`src/sv/msc_pkg.sv`:
```
package msc_pkg;

	localparam int SET_BITS_D    = 6;
	localparam int WAYS_D        = 2;
	localparam int OFFSET_BITS_D = 5;
	localparam int ADDR_BITS_D   = 32;

	localparam int ID_W   = 4;
	localparam int CNT_W  = 32;
	localparam int IN_W   = 72;
	localparam int OUT_W  = 240;
	localparam int QDEPTH = 2;

	typedef enum logic [1:0] {
		ACT_PROC  = 2'd0,
		ACT_SNOOP = 2'd1,
		ACT_FILL  = 2'd2,
		ACT_NONE  = 2'd3
	} action_t;

	typedef enum logic [1:0] {
		ST_I = 2'd0,
		ST_S = 2'd1,
		ST_E = 2'd2,
		ST_M = 2'd3
	} mesi_t;

	localparam logic [1:0] REQ_RD  = 2'd0;
	localparam logic [1:0] REQ_RDX = 2'd1;
	localparam logic [1:0] REQ_WB  = 2'd2;

	typedef enum logic {
		BK_IDLE,
		BK_EXEC
	} bk_state_t;

	// last field in the lowest bits
	typedef struct packed {
		logic        pad;
		logic [1:0]  fill_state;
		logic [31:0] current_cycle;
		logic [31:0] address;
		logic [1:0]  snoop_kind;
		logic        is_write;
		logic [1:0]  action;
	} item_t;

	typedef struct packed {
		logic [6:0]       pad;
		logic [CNT_W-1:0] invalidation_count;
		logic [CNT_W-1:0] writeback_count;
		logic [CNT_W-1:0] eviction_count;
		logic [CNT_W-1:0] miss_count;
		logic [CNT_W-1:0] hit_count;
		logic [31:0]      ready_cycle;
		logic             blocked;
		logic [ID_W-1:0]  bus_req_source;
		logic [31:0]      bus_req_addr;
		logic [1:0]       bus_req_kind;
		logic             bus_req_valid;
		logic             access_done;
	} result_t;

	function automatic logic [CNT_W-1:0] sat_inc(input logic [CNT_W-1:0] v, input logic en);
		sat_inc = (en && v != '1) ? v + CNT_W'(1) : v;
	endfunction

endpackage

```
`src/sv/msc_front.sv`:
```
module msc_front (
	input  logic                       clk,
	input  logic                       arst_n,
	input  logic                       s_axis_tvalid,
	output logic                       s_axis_tready,
	input  logic [msc_pkg::IN_W-1:0]   s_axis_tdata,
	input  logic                       pop,
	output logic                       q_valid,
	output msc_pkg::item_t             q_item
);
	import msc_pkg::*;

	item_t      mem_q [QDEPTH];
	logic       wr_ptr_q, rd_ptr_q;
	logic [1:0] cnt_q;
	logic       push;
	item_t      in_item;

	assign in_item       = item_t'(s_axis_tdata);
	assign s_axis_tready = cnt_q != 2'(QDEPTH);
	assign push          = s_axis_tvalid && s_axis_tready;
	assign q_valid       = cnt_q != 2'd0;
	assign q_item        = mem_q[rd_ptr_q];

	always_ff @(posedge clk) begin
		if (push) begin
			mem_q[wr_ptr_q] <= in_item;
		end
	end

	always_ff @(posedge clk or negedge arst_n) begin
		if (!arst_n) begin
			wr_ptr_q <= 1'b0;
			rd_ptr_q <= 1'b0;
			cnt_q    <= 2'd0;
		end else begin
			if (push) wr_ptr_q <= ~wr_ptr_q;
			if (pop) rd_ptr_q <= ~rd_ptr_q;
			cnt_q <= cnt_q + 2'(push) - 2'(pop);
		end
	end
endmodule

```
`config.mk`:
```
export PLATFORM = sky130hd
export DESIGN_NAME = msc_front
export DESIGN_NICKNAME = d
export VERILOG_FILES = /design/src/sv/msc_pkg.sv /design/src/sv/msc_front.sv
export SDC_FILE = /design/constraint.sdc
export NUM_CORES = 1
export LEC_CHECK = 0
export BUFFER_PORTS_ARGS = -buffer_cell sky130_fd_sc_hd__buf_2
export CAP_MARGIN = 20
export CORE_MARGIN = 5
export CORE_UTILIZATION = 47
export DETAILED_ROUTE_END_ITERATION = 10
export GPL_TIMING_DRIVEN = 1
export HOLD_SLACK_MARGIN = 0.08
export PLACE_DENSITY_LB_ADDON = 0.12
export SETUP_SLACK_MARGIN = 0.15
export SYNTH_ARGS = -nofsm -noshare
export SYNTH_HDL_FRONTEND = slang
export SYNTH_SLANG_ARGS = --single-unit
```
`constraint.sdc`:
```
create_clock -name clk -period 4.2 [get_ports clk]
set_clock_uncertainty 0.2 [all_clocks]
set_input_delay 0.63 -clock clk [delete_from_list [all_inputs] [get_ports clk]]
set_output_delay 0.63 -clock clk [all_outputs]
set_load 0.005 [all_outputs]
```
Word-level counts from Yosys, hierarchy flattened. Memory sizes are Yosys's and may differ from the RTL's. Index checks and enable logic that the tools add are counted.

Add/sub/neg operators: 2. Eq/ne operators: 1. Mux-type cells: 2. Bitwise operators: 2. Reduce and logical (&&, ||, !) cells: 2.

Operators with widths (number): 2-bit by 1-bit adder with 2-bit output (1); 1-bit two-way mux (2); 2-bit inequality test, second input constant (1); 1-bit NOT (2); 2-bit nonzero test (1); 2-bit by 1-bit subtractor with 2-bit output (1); 1-bit logical AND (1).

Register bits: 4. Memory bits (writable): 144. Bits of input ports: 76. Output and inout bits: 74. Word-level logic and storage cells: 13. Memories kept: 1.

Memories: mem_q (words 2, width 72, read ports 1, clocked after Yosys merged registers in 0, write ports 1, RTL line msc_front.sv:13) `item_t mem_q [QDEPTH];`.

Longest topological paths before layout. Gate-level depths: netlist (run 1).

Depth after elaboration: 4. Mapped depth: 5. Depth with buffers taken out: 5.

Least setup slack after synthesis (run 1). OpenSTA, ideal clock, no wires.

Kind: in2reg. Start: input port s_axis_tvalid. End: memory mem_q[0][0] (netlist name) (enable). Setup time: 503 ps. Arrival time: 3742 ps. Data required time: 3497 ps. Path slack: -245 ps. Stages: 2. Path buffers: 0. Cell sequence: nand2_1 > nor2_1.

Longest elaborated chain between the ends: 3.

Ends and longest elaborated chain: start, declared (RTL line msc_front.sv:4) `input logic s_axis_tvalid,`; 1-bit logical AND (RTL line msc_front.sv:21) `assign push = s_axis_tvalid && s_axis_tready;`; 1-bit two-way mux (RTL line msc_front.sv:26) `if (push) begin`; 1-bit two-way mux (not written as such) (RTL line msc_front.sv:27) `mem_q[wr_ptr_q] <= in_item;`; end, declared (RTL line msc_front.sv:13).

Every way passes these cells.

==> reports/metrics.yaml, run 1 <==
global_route:
  grt_max_degree: 73
  antenna_found_initial: 2
  gr-usage-all-layers_pct: 14.1
  grt_pass1_wl_um: 15100
  gr-total-overflow: 0
  grt_pass1_vias: 2987
worst_setup_path:
  r2r_end: "mem_q[1][52]"
  r2r_setup_slack_ns: 2.16
  arrival_ns: 2.21
  crit_path_end: "q_item[1]"
  cp-start-kind: "flip-flop"
  cp-startpoint: "rd_ptr_q"
  critical_path.max_fanout: 38
  crit_required_ns: 3.37
  end_kind: "output pin"
  worstReg2RegStart: "cnt_q[1]"
  path_class: "flip-flop to output pin"
  r2r_cells: 2
power:
  power.combinational.fraction_pct: 26.2
  p_seq_share_pct: 42.1
  p_switching_mw: 1.30
  power.leakage_nw: 2.94
  vdd_drop_max_uv: 507
  internal-power_mw: 3.94
  cellPowerDensity_mw_per_mm2: 723
  clkPwrFrac_pct: 31.7
  switching_share_pct: 24.8
logic_synthesis:
  ys_seq_area_share_pct: 77.0
  avgSynthCellArea_um2: 23.8
  synth_area_leaders: "edfxtp_1 75%, mux2_4 18%, buf_12 2.4%"
  synth_top_area_cell: "edfxtp_1"
  synth_area_mm2: 0.00575
  synth.net_count: 318
  yosysWarnings: 0
  ys_ff_latch: 148
  synth_cell_types: 17
  synth_top_area_share_pct: 75.3
  synthCells: 241
timing:
  drv_slew: 0
  setup_viol: 0
  tightest_slew_ns: 1.01
  rsz0062_at_grt: "false"
  tns_ns: 0
  period_needed_ns: 3.04
  hold_viol_final: 0
  max_slew_margin_pct: 32.5
  period_share_pct: 72.5
  fmax_mhz: 328
floorplan:
  rows: 40
  coreArea_mm2: 0.0120
  ios: 150
  die-area_mm2: 0.0145
  start_util_pct: 47.8
  die_y_um: 121
  die_x_um: 121
drt:
  viasPerCell: 4.89
  wl_met2_um: 4760
  final_antenna_net_count: 0
  top_layer: "met5"
  routed-wl-met3_um: 952
  drt-pass1-iter-count: 4
  met1Wirelength_um: 3880
  wl_per_cell_um: 17.3
  wl_um: 9820
  vias: 2769
  drc: 0
  drt_iter0_drc: 135
worst_hold_path:
  min_path_type: "input port to flip-flop"
clocking:
  cts.sinks: 148
  clock_latency_ns: 0.41
  cts_buffer_depth: 2
  root_buffer: "clkbuf_16"
  cts_tree: "done"
  cts_buffers: 17
  ctsHtreeMaxLevel: 4
  clk_pin_slew_worst_paths_ns: 0.06
cells_and_area:
  final_cell_mix: "149 x buf_2, 144 x edfxtp_1, 69 x mux2_4"
  regArea_mm2: 0.00443
  stdcell_area_mm2: 0.00725
  final_net_count: 482
  syn2layout_area_growth_pct: 26.2
  multiInputGateArea_mm2: 0.00118
  drive_gt1_share_pct: 61.7
  final_common_cell: "buf_2"
  fillCellCount: 888
placement:
  place_area_mm2: 0.00658
  hpwl_um: 6440
  io_buffers: 149
  gp_congestion: 0.678
flow_run:
  maxCapViolCount: 0
run_status:
  outcome: "complete, no violations"
## power by group through the flow
stage / logic, mW / registers, mW / clock network (mW)
finish: 1.37 / 2.20 / 1.66
floorplan: 1.11 / 2.13 / 0
CTS: 1.41 / 2.21 / 1.70
detailed placement: 1.41 / 2.24 / 0
global route: 1.49 / 2.24 / 1.77
global placement: 1.40 / 2.22 / 0
## Yosys cell counts
cell type	number
xor2_1	1
nand2_1	1
buf_6	1
dfrtp_1	4
nand2b_1	1
ha_1	1
nor2_1	1
or2_2	1
nor3b_1	1
buf_12	7
xnor2_1	3
a21oi_2	1
a21bo_1	1
edfxtp_1	144
mux2_2	3
and3_1	1
mux2_4	69
## kinds of logic (layout without fill, tap and decap cells)
| group | after synthesis | after routing | synth area share [%] |
|---|---|---|---|
| DFF | 148 | 148 | 77.0 |
| other | 0 | 1 | 0 |
| xor gates and xnor gates | 4 | 4 | 0.610 |
| and+or+nand+nor | 6 | 6 | 0.588 |
| buffers and inverters | 8 | 185 | 2.63 |
| adders and majority gates | 1 | 1 | 0.218 |
| AOI/OAI and AO/OA | 2 | 2 | 0.327 |
| muxes | 72 | 72 | 18.6 |
## worst max-delay path, stage by stage (launching register included)
cell and delay (ns):
dfrtp_4 0.86, buf_12 0.36, mux2_2 0.38, buf_2 0.13
## flip-flops by register name, summed over array words and instances, names as in the netlist
signal    flops
mem_q       144
rd_ptr_q      1
cnt_q         2
wr_ptr_q      1
## area by class of cell
type,count,area share [%]
Sequential cell,148,61.1
Multi-Input combinational cell,85,16.3
Timing Repair Buffer,153,10.9
Clock buffer,24,6.78
Tap cell,147,2.54
Clock inverter,8,2.36
Antenna cell,1,0.0345
## how the worst min path moves through the flow
| stage | from | to | slack [ns] | cells after the start |
|---|---|---|---|---|
| CTS | s_axis_tdata[8] | mem_q[0][8] | 0.17 | 1 |
| finish | s_axis_tdata[8] | mem_q[0][8] | 0.20 | 1 |
| global placement | arst_n | rd_ptr_q | 0.25 | 1 |
| floorplan | arst_n | cnt_q[0] | 0.13 | 0 |
| detailed placement | arst_n | cnt_q[0] | 0.24 | 1 |
| global route | s_axis_tdata[8] | mem_q[0][8] | 0.17 | 1 |
## what timing repair did
action	4_1_cts	5_1_grt
hold buffers	1	0
resized for setup	0	0
buffers inserted	0	0
endpoints found under the setup margin	0	0
hold endpoints to repair	4	0
## per-layer routing
metal	vias to the layer above	GRT usage (%)
li1	1291	-
met1	1345	15.9
met2	110	21.9
met3	21	7.44
met4	2	7.51
met5	-	0
## stage by stage
| step | cells | util (%) | hold WS, ns | worst slack, ns | power [mW] |
|---|---|---|---|---|---|
| final | 566 | 60.4 | 0.199 | 1.16 | 5.24 |
| after global routing | 566 | 60.4 | 0.172 | 1.06 | 5.50 |
| after global placement | 532 | 54.7 | 0.245 | 1.60 | 3.63 |
| after floorplan | 241 | - | 0.134 | 0.961 | 3.24 |
| after CTS | 565 | 60.3 | 0.171 | 1.11 | 5.33 |
| after detailed placement | 532 | 54.7 | 0.241 | 1.59 | 3.65 |
(Power assumes the default switching activity.)
==> run 2: changes to the inputs <==
- ABC_AREA: unset -> 1
- clock period: 4.2 -> 2.5 ns (I/O delays scaled with it)
==> run 2 against run 1 <==
  * First-iteration DRC count increased by 21%
  * Highest routed layer is now met4
  * Die area about the same
  * Clock power increased by 25%
  * Sequential share of layout area decreased by 5.2 points
  * Sequential power increased by 62%
  * Largest power group unchanged
  * Sequential cell count unchanged
  * Via count increased by 10%
  * Synthesized cell count increased by 4.1%
  * Core utilization increased by 5.7 points
  * Global-route usage increased by 0.86 points
  * Register-to-register slack got worse by 1.4 ns
  * Non-clock buffer count increased by 81
==> reports/metrics.yaml, run 2 <==
cells_and_area:
  final_net_count: 573  # +19%
  n_antenna_cell: 0  # -1
  syn2layout_area_growth_pct: 37.9
  largest_register_ffs: 144  # unchanged
  drive_gt1_share_pct: 50.4  # -11 points
  final_cell_mix: "149 x buf_2, 144 x edfxtp_1, 75 x dlygate4sd3_1"
  regMostFlops: "mem_q"
  reg_top3: "mem_q: 144 flops, cnt_q: 2 flops"
  final_common_cell: "buf_2"
  stdcell_count: 655  # +16%
worst_setup_path:
  critPathTopFamily: "flip-flops"
  arrival_ns: 1.61  # -0.60 ns
  cp_slowest_cell: "dfrtp_4"
  crit_path_cell_trace: "buf_12, mux2_4, buf_2"
  r2r_setup_slack_ns: 0.72  # -1.44 ns
  cp-start-kind: "flip-flop"
  crit_required_ns: 1.92  # -1.45 ns
  cp_num_buf_inv: 2  # unchanged
  max_stage_delay_ns: 0.54  # -0.32 ns
  path_class: "flip-flop to output pin"
  critical_path.max_fanout: 21  # -45%
  end_kind: "output pin"
power:
  cellPowerDensity_mw_per_mm2: 1050  # +46%
  vdd_drop_max_uv: 559  # +10%
  power.leakage_nw: 3.25  # +11%
timing:
  rsz0062_at_grt: "false"
  period_share_pct: 87.4
  fmax_mhz: 458
  drv_slew: 0  # unchanged
  tightest_slew_ns: 0.363  # -0.650 ns
  tns_ns: 0  # unchanged
  setup_viol: 0  # unchanged
  hold_viol_final: 0  # unchanged
  max_slew_margin_pct: 75.7  # +43 points
  period_needed_ns: 2.19
global_route:
  use_met1_pct: 17.5  # +1.6 points
  antenna_found_initial: 0  # -2
  grt_max_degree: 54  # -26%
  grtUsageMet3_pct: 5.57  # -1.9 points
  grt_pass1_wl_um: 16200  # +7.1%
  met2_usage_pct: 24.7  # +2.8 points
  grt_pass1_vias: 3188  # +6.7%
  grt.busiest_layer: "met2"
  gr-total-overflow: 0  # unchanged
  gr-usage-all-layers_pct: 15.0  # +0.86 points
run_status:
  outcome: "complete, no violations"
placement:
  dp_cells: 546  # +2.6%
  hpwl_um: 6750  # +4.8%
  io_buffers: 149  # unchanged
  gp_congestion: 0.701  # +3.4%
floorplan:
  die_y_um: 121  # about the same
  die_x_um: 121  # about the same
  die-area_mm2: 0.0146  # about the same
  rows: 40  # unchanged
  ios: 150  # unchanged
  start_util_pct: 47.9  # +0.052 points
  coreArea_mm2: 0.0120  # unchanged
logic_synthesis:
  synth.net_count: 328  # +3.1%
  ys_seq_area_share_pct: 76.9  # -0.084 points
  synth_cell_types: 14  # -3
  synth.most_common_cell: "edfxtp_1"
  yosysWarnings: 0  # unchanged
  synthCells: 251  # +4.1%
  async_reset_ff_share_pct: 2.70  # unchanged
  synth_top_family_by_area: "multiplexers"
  synth-compound-area-share_pct: 0.0870  # -0.24 points
  synth_top_area_share_pct: 75.2  # -0.082 points
  synthAdderAreaFrac_pct: 0.218  # -0.00024 points
  synth-edff-count: 144  # unchanged
  synth_area_mm2: 0.00575  # +0.11%
  synth_top_area_cell: "edfxtp_1"
  synth_common_cells: "144 x edfxtp_1, 69 x mux2_4, 10 x nand2_1"
  synth-simple-area-share_pct: 1.07  # +0.48 points
  synth_mux_area_share_pct: 18.6  # -0.020 points
  synth-xor-area-share_pct: 0.152  # -0.46 points
  ys.flop_type: "edfxtp_1"
  synth_area_leaders: "edfxtp_1 75%, mux2_4 18%, buf_12 2.4%"
  ys_ff_latch: 148  # unchanged
  avgSynthCellArea_um2: 22.9  # -3.9%
clocking:
  clk_pin_slew_worst_paths_ns: 0.05  # about the same
  cts_buffer_depth: 2  # unchanged
  cts_tree: "done"
  clock_latency_ns: 0.41  # about the same
  cts_buffers: 17  # unchanged
  root_buffer: "clkbuf_16"
  ctsHtreeMaxLevel: 4  # unchanged
  cts.sinks: 148  # unchanged
drt:
  drc: 0  # unchanged
  viasPerCell: 4.66  # -4.8%
  wl_um: 10600  # +7.6%
  vias: 3050  # +10%
  drt_iter0_drc: 163  # +21%
  drt-pass1-iter-count: 4  # unchanged
  wl_per_cell_um: 16.1  # -7.0%
  final_antenna_net_count: 0  # unchanged
flow_run:
  maxCapViolCount: 0  # unchanged
worst_hold_path:
  min_path_type: "input port to asynchronous set/reset pin"
run 2: cell types whose count changed after synthesis, sizes merged, moves of 2 or more:
cell / change
xnor2: -3
inv: +5
nor2: +2
nand2: +9
run 2: worst reg2reg max path: stages (launching register included):
cell	delay [ns]
dfrtp_1	0.40
nand2_2	0.12
nand2_2	0.11
nor2_4	0.32
buf_12	0.30
run 2: layout make-up:
cell class              instances  area [um2]
clock inverters                11        45.0
clock buffers                  20         437
fillers                       848        4080
well taps                     147         184
multi-input cells              90        1180
repair buffers                234        1640
inverters                       5        18.8
flip-flops and latches        148        4430
run 2: where the power goes:
group          internal, mW  switching, mW
sequential             3.39          0.166
clock                  1.22          0.860
combinational          1.53           1.18
total                  6.14           2.21
run 2: worst paths after layout:
| path | start | to | depth (start not counted) |
|---|---|---|---|
| worst min register to register | cnt_q[0] | cnt_q[0] | 1 |
| worst max register to register | cnt_q[1] | mem_q[0][63] | 4 |
| worst min-delay path | arst_n | rd_ptr_q | 2 |
| min in group clk | cnt_q[0] | cnt_q[0] | 1 |
| worst max-delay path | rd_ptr_q | q_item[33] | 3 |
| max in group asynchronous | arst_n | rd_ptr_q | 2 |
run 2: per-stage QoR:
stage | hold slack (ns) | util (%) | area, um2 | setup slack [ns] | power, mW
2_1_floorplan | -0.121 | - | 5770 | 0.184 | 5.43
3_3_place_gp | -0.0107 | 55.5 | 6670 | 0.432 | 6.20
3_5_place_dp | -0.00945 | 55.5 | 6670 | 0.424 | 6.24
4_1_cts | 0.0922 | 66.0 | 7930 | 0.274 | 8.49
5_1_grt | 0.119 | 66.0 | 7930 | 0.249 | 8.79
6_report | 0.109 | 66.0 | 7930 | 0.314 | 8.35
run 2: kinds of logic (layout without fill, tap and decap cells):
group,after synthesis,after routing
DFF,148,148
muxes,72,72
and+or+nand+nor,15,15
buffers and inverters,13,270
adders and majority gates,1,1
AOI/OAI and AO/OA,1,1
xor gates and xnor gates,1,1
run 2: metal layers:
layer  share of wire (%)  wire length (um)  vias up
met4                 1.9               197        0
li1                    -                 -     1471
met1                  41              4380     1463
met3                 6.3               667       17
met2                  50              5320       99
met5                   0                 0        -
run 2: timing repair:
action,4_1_cts,5_1_grt
endpoints found under the hold margin,151,0
buffers inserted,3,0
hold buffers,75,0
resized for setup,0,0
endpoints found under the setup margin,51,0
==> run 3: changes to the inputs <==
- CORE_ASPECT_RATIO: unset -> 0.6
==> run 3 against run 2 <==
  * Wire length is 5.3% higher
  * First-iteration DRC count decreased by 29%
  * Critical path depth unchanged
  * Clock power grew 26%
  * Highest routed layer unchanged
  * Global-route usage up 1.3 points
  * Sequential share of layout area down 0.98 points
  * Register-to-register slack barely moved
  * Worst setup slack lost 0.031 ns
  * Fmax shrank 1.4%
  * Critical path type unchanged
  * Largest power group unchanged
==> reports/metrics.yaml, run 3 (synthesized netlist as in run 2, its figures left out) <==
global_route:
  use_met1_pct: 21.6  # +4.2 points
  met2_usage_pct: 24.6  # -0.064 points
  grt_max_degree: 44  # -19%
  gr-total-overflow: 0  # unchanged
  grt_pass1_wl_um: 17900  # +10%
  gr-usage-all-layers_pct: 16.3  # +1.3 points
  antenna_found_initial: 0  # unchanged
  grt_pass1_vias: 3384  # +6.1%
  grt.busiest_layer: "met2"
  grtUsageMet3_pct: 6.29  # +0.72 points
drt:
  wl_per_cell_um: 16.5  # +2.0%
  drt-pass1-iter-count: 4  # unchanged
  vias: 3096  # +1.5%
  final_antenna_net_count: 0  # unchanged
  drt_iter0_drc: 116  # -29%
  viasPerCell: 4.58  # -1.6%
  wl_um: 11100  # +5.3%
  drc: 0  # unchanged
cells_and_area:
  largest_register_ffs: 144  # unchanged
  regMostFlops: "mem_q"
  syn2layout_area_growth_pct: 40.4
  fillCellCount: 828  # -2.4%
  stdcell_area_mm2: 0.00807  # +1.8%
  final_cell_mix: "149 x buf_2, 144 x edfxtp_1, 75 x dlygate4sd3_1"
  final_common_cell: "buf_2"
  reg_top3: "mem_q: 144 flops, cnt_q: 2 flops"
  drive_gt1_share_pct: 52.4  # +2.1 points
  final_net_count: 576  # +0.52%
  regArea_mm2: 0.00443  # unchanged
  multiInputGateArea_mm2: 0.00118  # unchanged
  n_antenna_cell: 0  # unchanged
clocking:
  cts_buffers: 17  # unchanged
  ctsHtreeMaxLevel: 4  # unchanged
  cts_buffer_depth: 2  # unchanged
  clk_pin_slew_worst_paths_ns: 0.06  # about the same
  clock_latency_ns: 0.41  # about the same
  root_buffer: "clkbuf_16"
  cts_resized: 0  # unchanged
  cts_tree: "done"
  cts.sinks: 148  # unchanged
floorplan:
  ios: 150  # unchanged
  coreArea_mm2: 0.0120  # +0.10%
  start_util_pct: 47.8  # -0.050 points
  die_x_um: 153  # +27%
  die-area_mm2: 0.0146  # +0.50%
  rows: 31  # -23%
  die_y_um: 95.7  # -21%
placement:
  gp_congestion: 0.692  # -1.4%
  hpwl_um: 7120  # +5.5%
  io_buffers: 149  # unchanged
  place_area_mm2: 0.00670  # +0.41%
timing:
  max_slew_margin_pct: 71.2  # -4.6 points
  period_needed_ns: 2.22  # +0.0310 ns
  drv_slew: 0  # unchanged
  fmax_mhz: 451  # -1.4%
  period_share_pct: 88.7  # +1.2 points
  setup_viol: 0  # unchanged
  tns_ns: 0  # unchanged
  hold_viol_final: 0  # unchanged
  tightest_slew_ns: 0.433  # +0.0697 ns
  rsz0062_at_grt: "false"
worst_setup_path:
  end_kind: "output pin"
  cp-start-kind: "flip-flop"
  critical_path.max_fanout: 9  # -57%
  crit_required_ns: 1.92  # about the same
  arrival_ns: 1.64  # +0.03 ns
  path_class: "flip-flop to output pin"
power:
  power.leakage_nw: 3.31  # +2.0%
  p_seq_share_pct: 40.0  # -2.6 points
  clkPwrFrac_pct: 29.5  # +4.5 points
  p_switching_mw: 2.33  # +5.5%
  switching_share_pct: 26.2  # -0.28 points
  internal-power_mw: 6.57  # +7.1%
  vdd_drop_max_uv: 719  # +29%
  power.combinational.fraction_pct: 30.5  # -2.0 points
  cellPowerDensity_mw_per_mm2: 1100  # +4.8%
run_status:
  outcome: "complete, no violations"
worst_hold_path:
  min_path_type: "input port to asynchronous set/reset pin"
flow_run:
  maxCapViolCount: 0  # unchanged
## run 3: cell count changes in the layout (fill, tap and decap cells not counted), sizes merged
cell	change
buf	+3
clkbuf	-1
clkinv	-7
clkinvlp	+1
inv	+3
bufinv	+4
## run 3: worst max-delay path: stages (launching register included)
cell and delay [ns]:
dfrtp_4 0.56, buf_4 0.22, mux2_4 0.32, buf_2 0.13
## run 3: power groups by stage
stage | Sequential (mW) | Clock (mW) | Combinational, mW
2_1_floorplan | 3.55 | 0 | 1.88
3_3_place_gp | 3.64 | 0 | 2.59
3_5_place_dp | 3.66 | 0 | 2.60
4_1_cts | 3.57 | 2.68 | 2.78
5_1_grt | 3.62 | 2.79 | 2.94
6_report | 3.56 | 2.63 | 2.71
## run 3: final cells by class
cell class	count	share of cell area, %
Timing Repair Buffer	237	20.2
Inverter	5	0.232
Tap cell	165	2.56
Clock buffer	19	5.36
Clock inverter	12	2.20
Sequential cell	148	54.9
Multi-Input combinational cell	90	14.6
## run 3: stage by stage
step | worst slack, ns | utilization [%] | power [mW] | hold WS, ns | cells
global route | 0.220 | 67.1 | 9.36 | 0.120 | 676
finish | 0.283 | 67.1 | 8.91 | 0.114 | 676
detailed placement | 0.541 | 55.7 | 6.26 | -0.0103 | 568
global placement | 0.563 | 55.7 | 6.23 | -0.0151 | 568
CTS | 0.250 | 67.1 | 9.03 | 0.101 | 676
floorplan | 0.184 | - | 5.43 | -0.121 | 251
## run 3: timing repair
action	in CTS	in global routing
endpoints found under the hold margin	151	0
hold buffers	75	0
endpoints found under the setup margin	47	0
buffers inserted	2	0
## run 3: worst paths after layout
path	start	to	slack (ns)	cells past startpoint
worst max-delay path	rd_ptr_q	q_item[68]	0.28	3
worst min-delay path	arst_n	rd_ptr_q	0.11	2
worst max register to register	cnt_q[0]	mem_q[1][34]	0.73	5
worst min register to register	cnt_q[0]	cnt_q[0]	0.33	1
max in group asynchronous	arst_n	rd_ptr_q	1.85	2
min in group clk	cnt_q[0]	cnt_q[0]	0.33	1
## run 3: layer usage
layer  vias up  wire, um
li1       1473         -
met1      1507      5130
met2       104      5070
met3        12       768
met4         0       147
met5         -         0
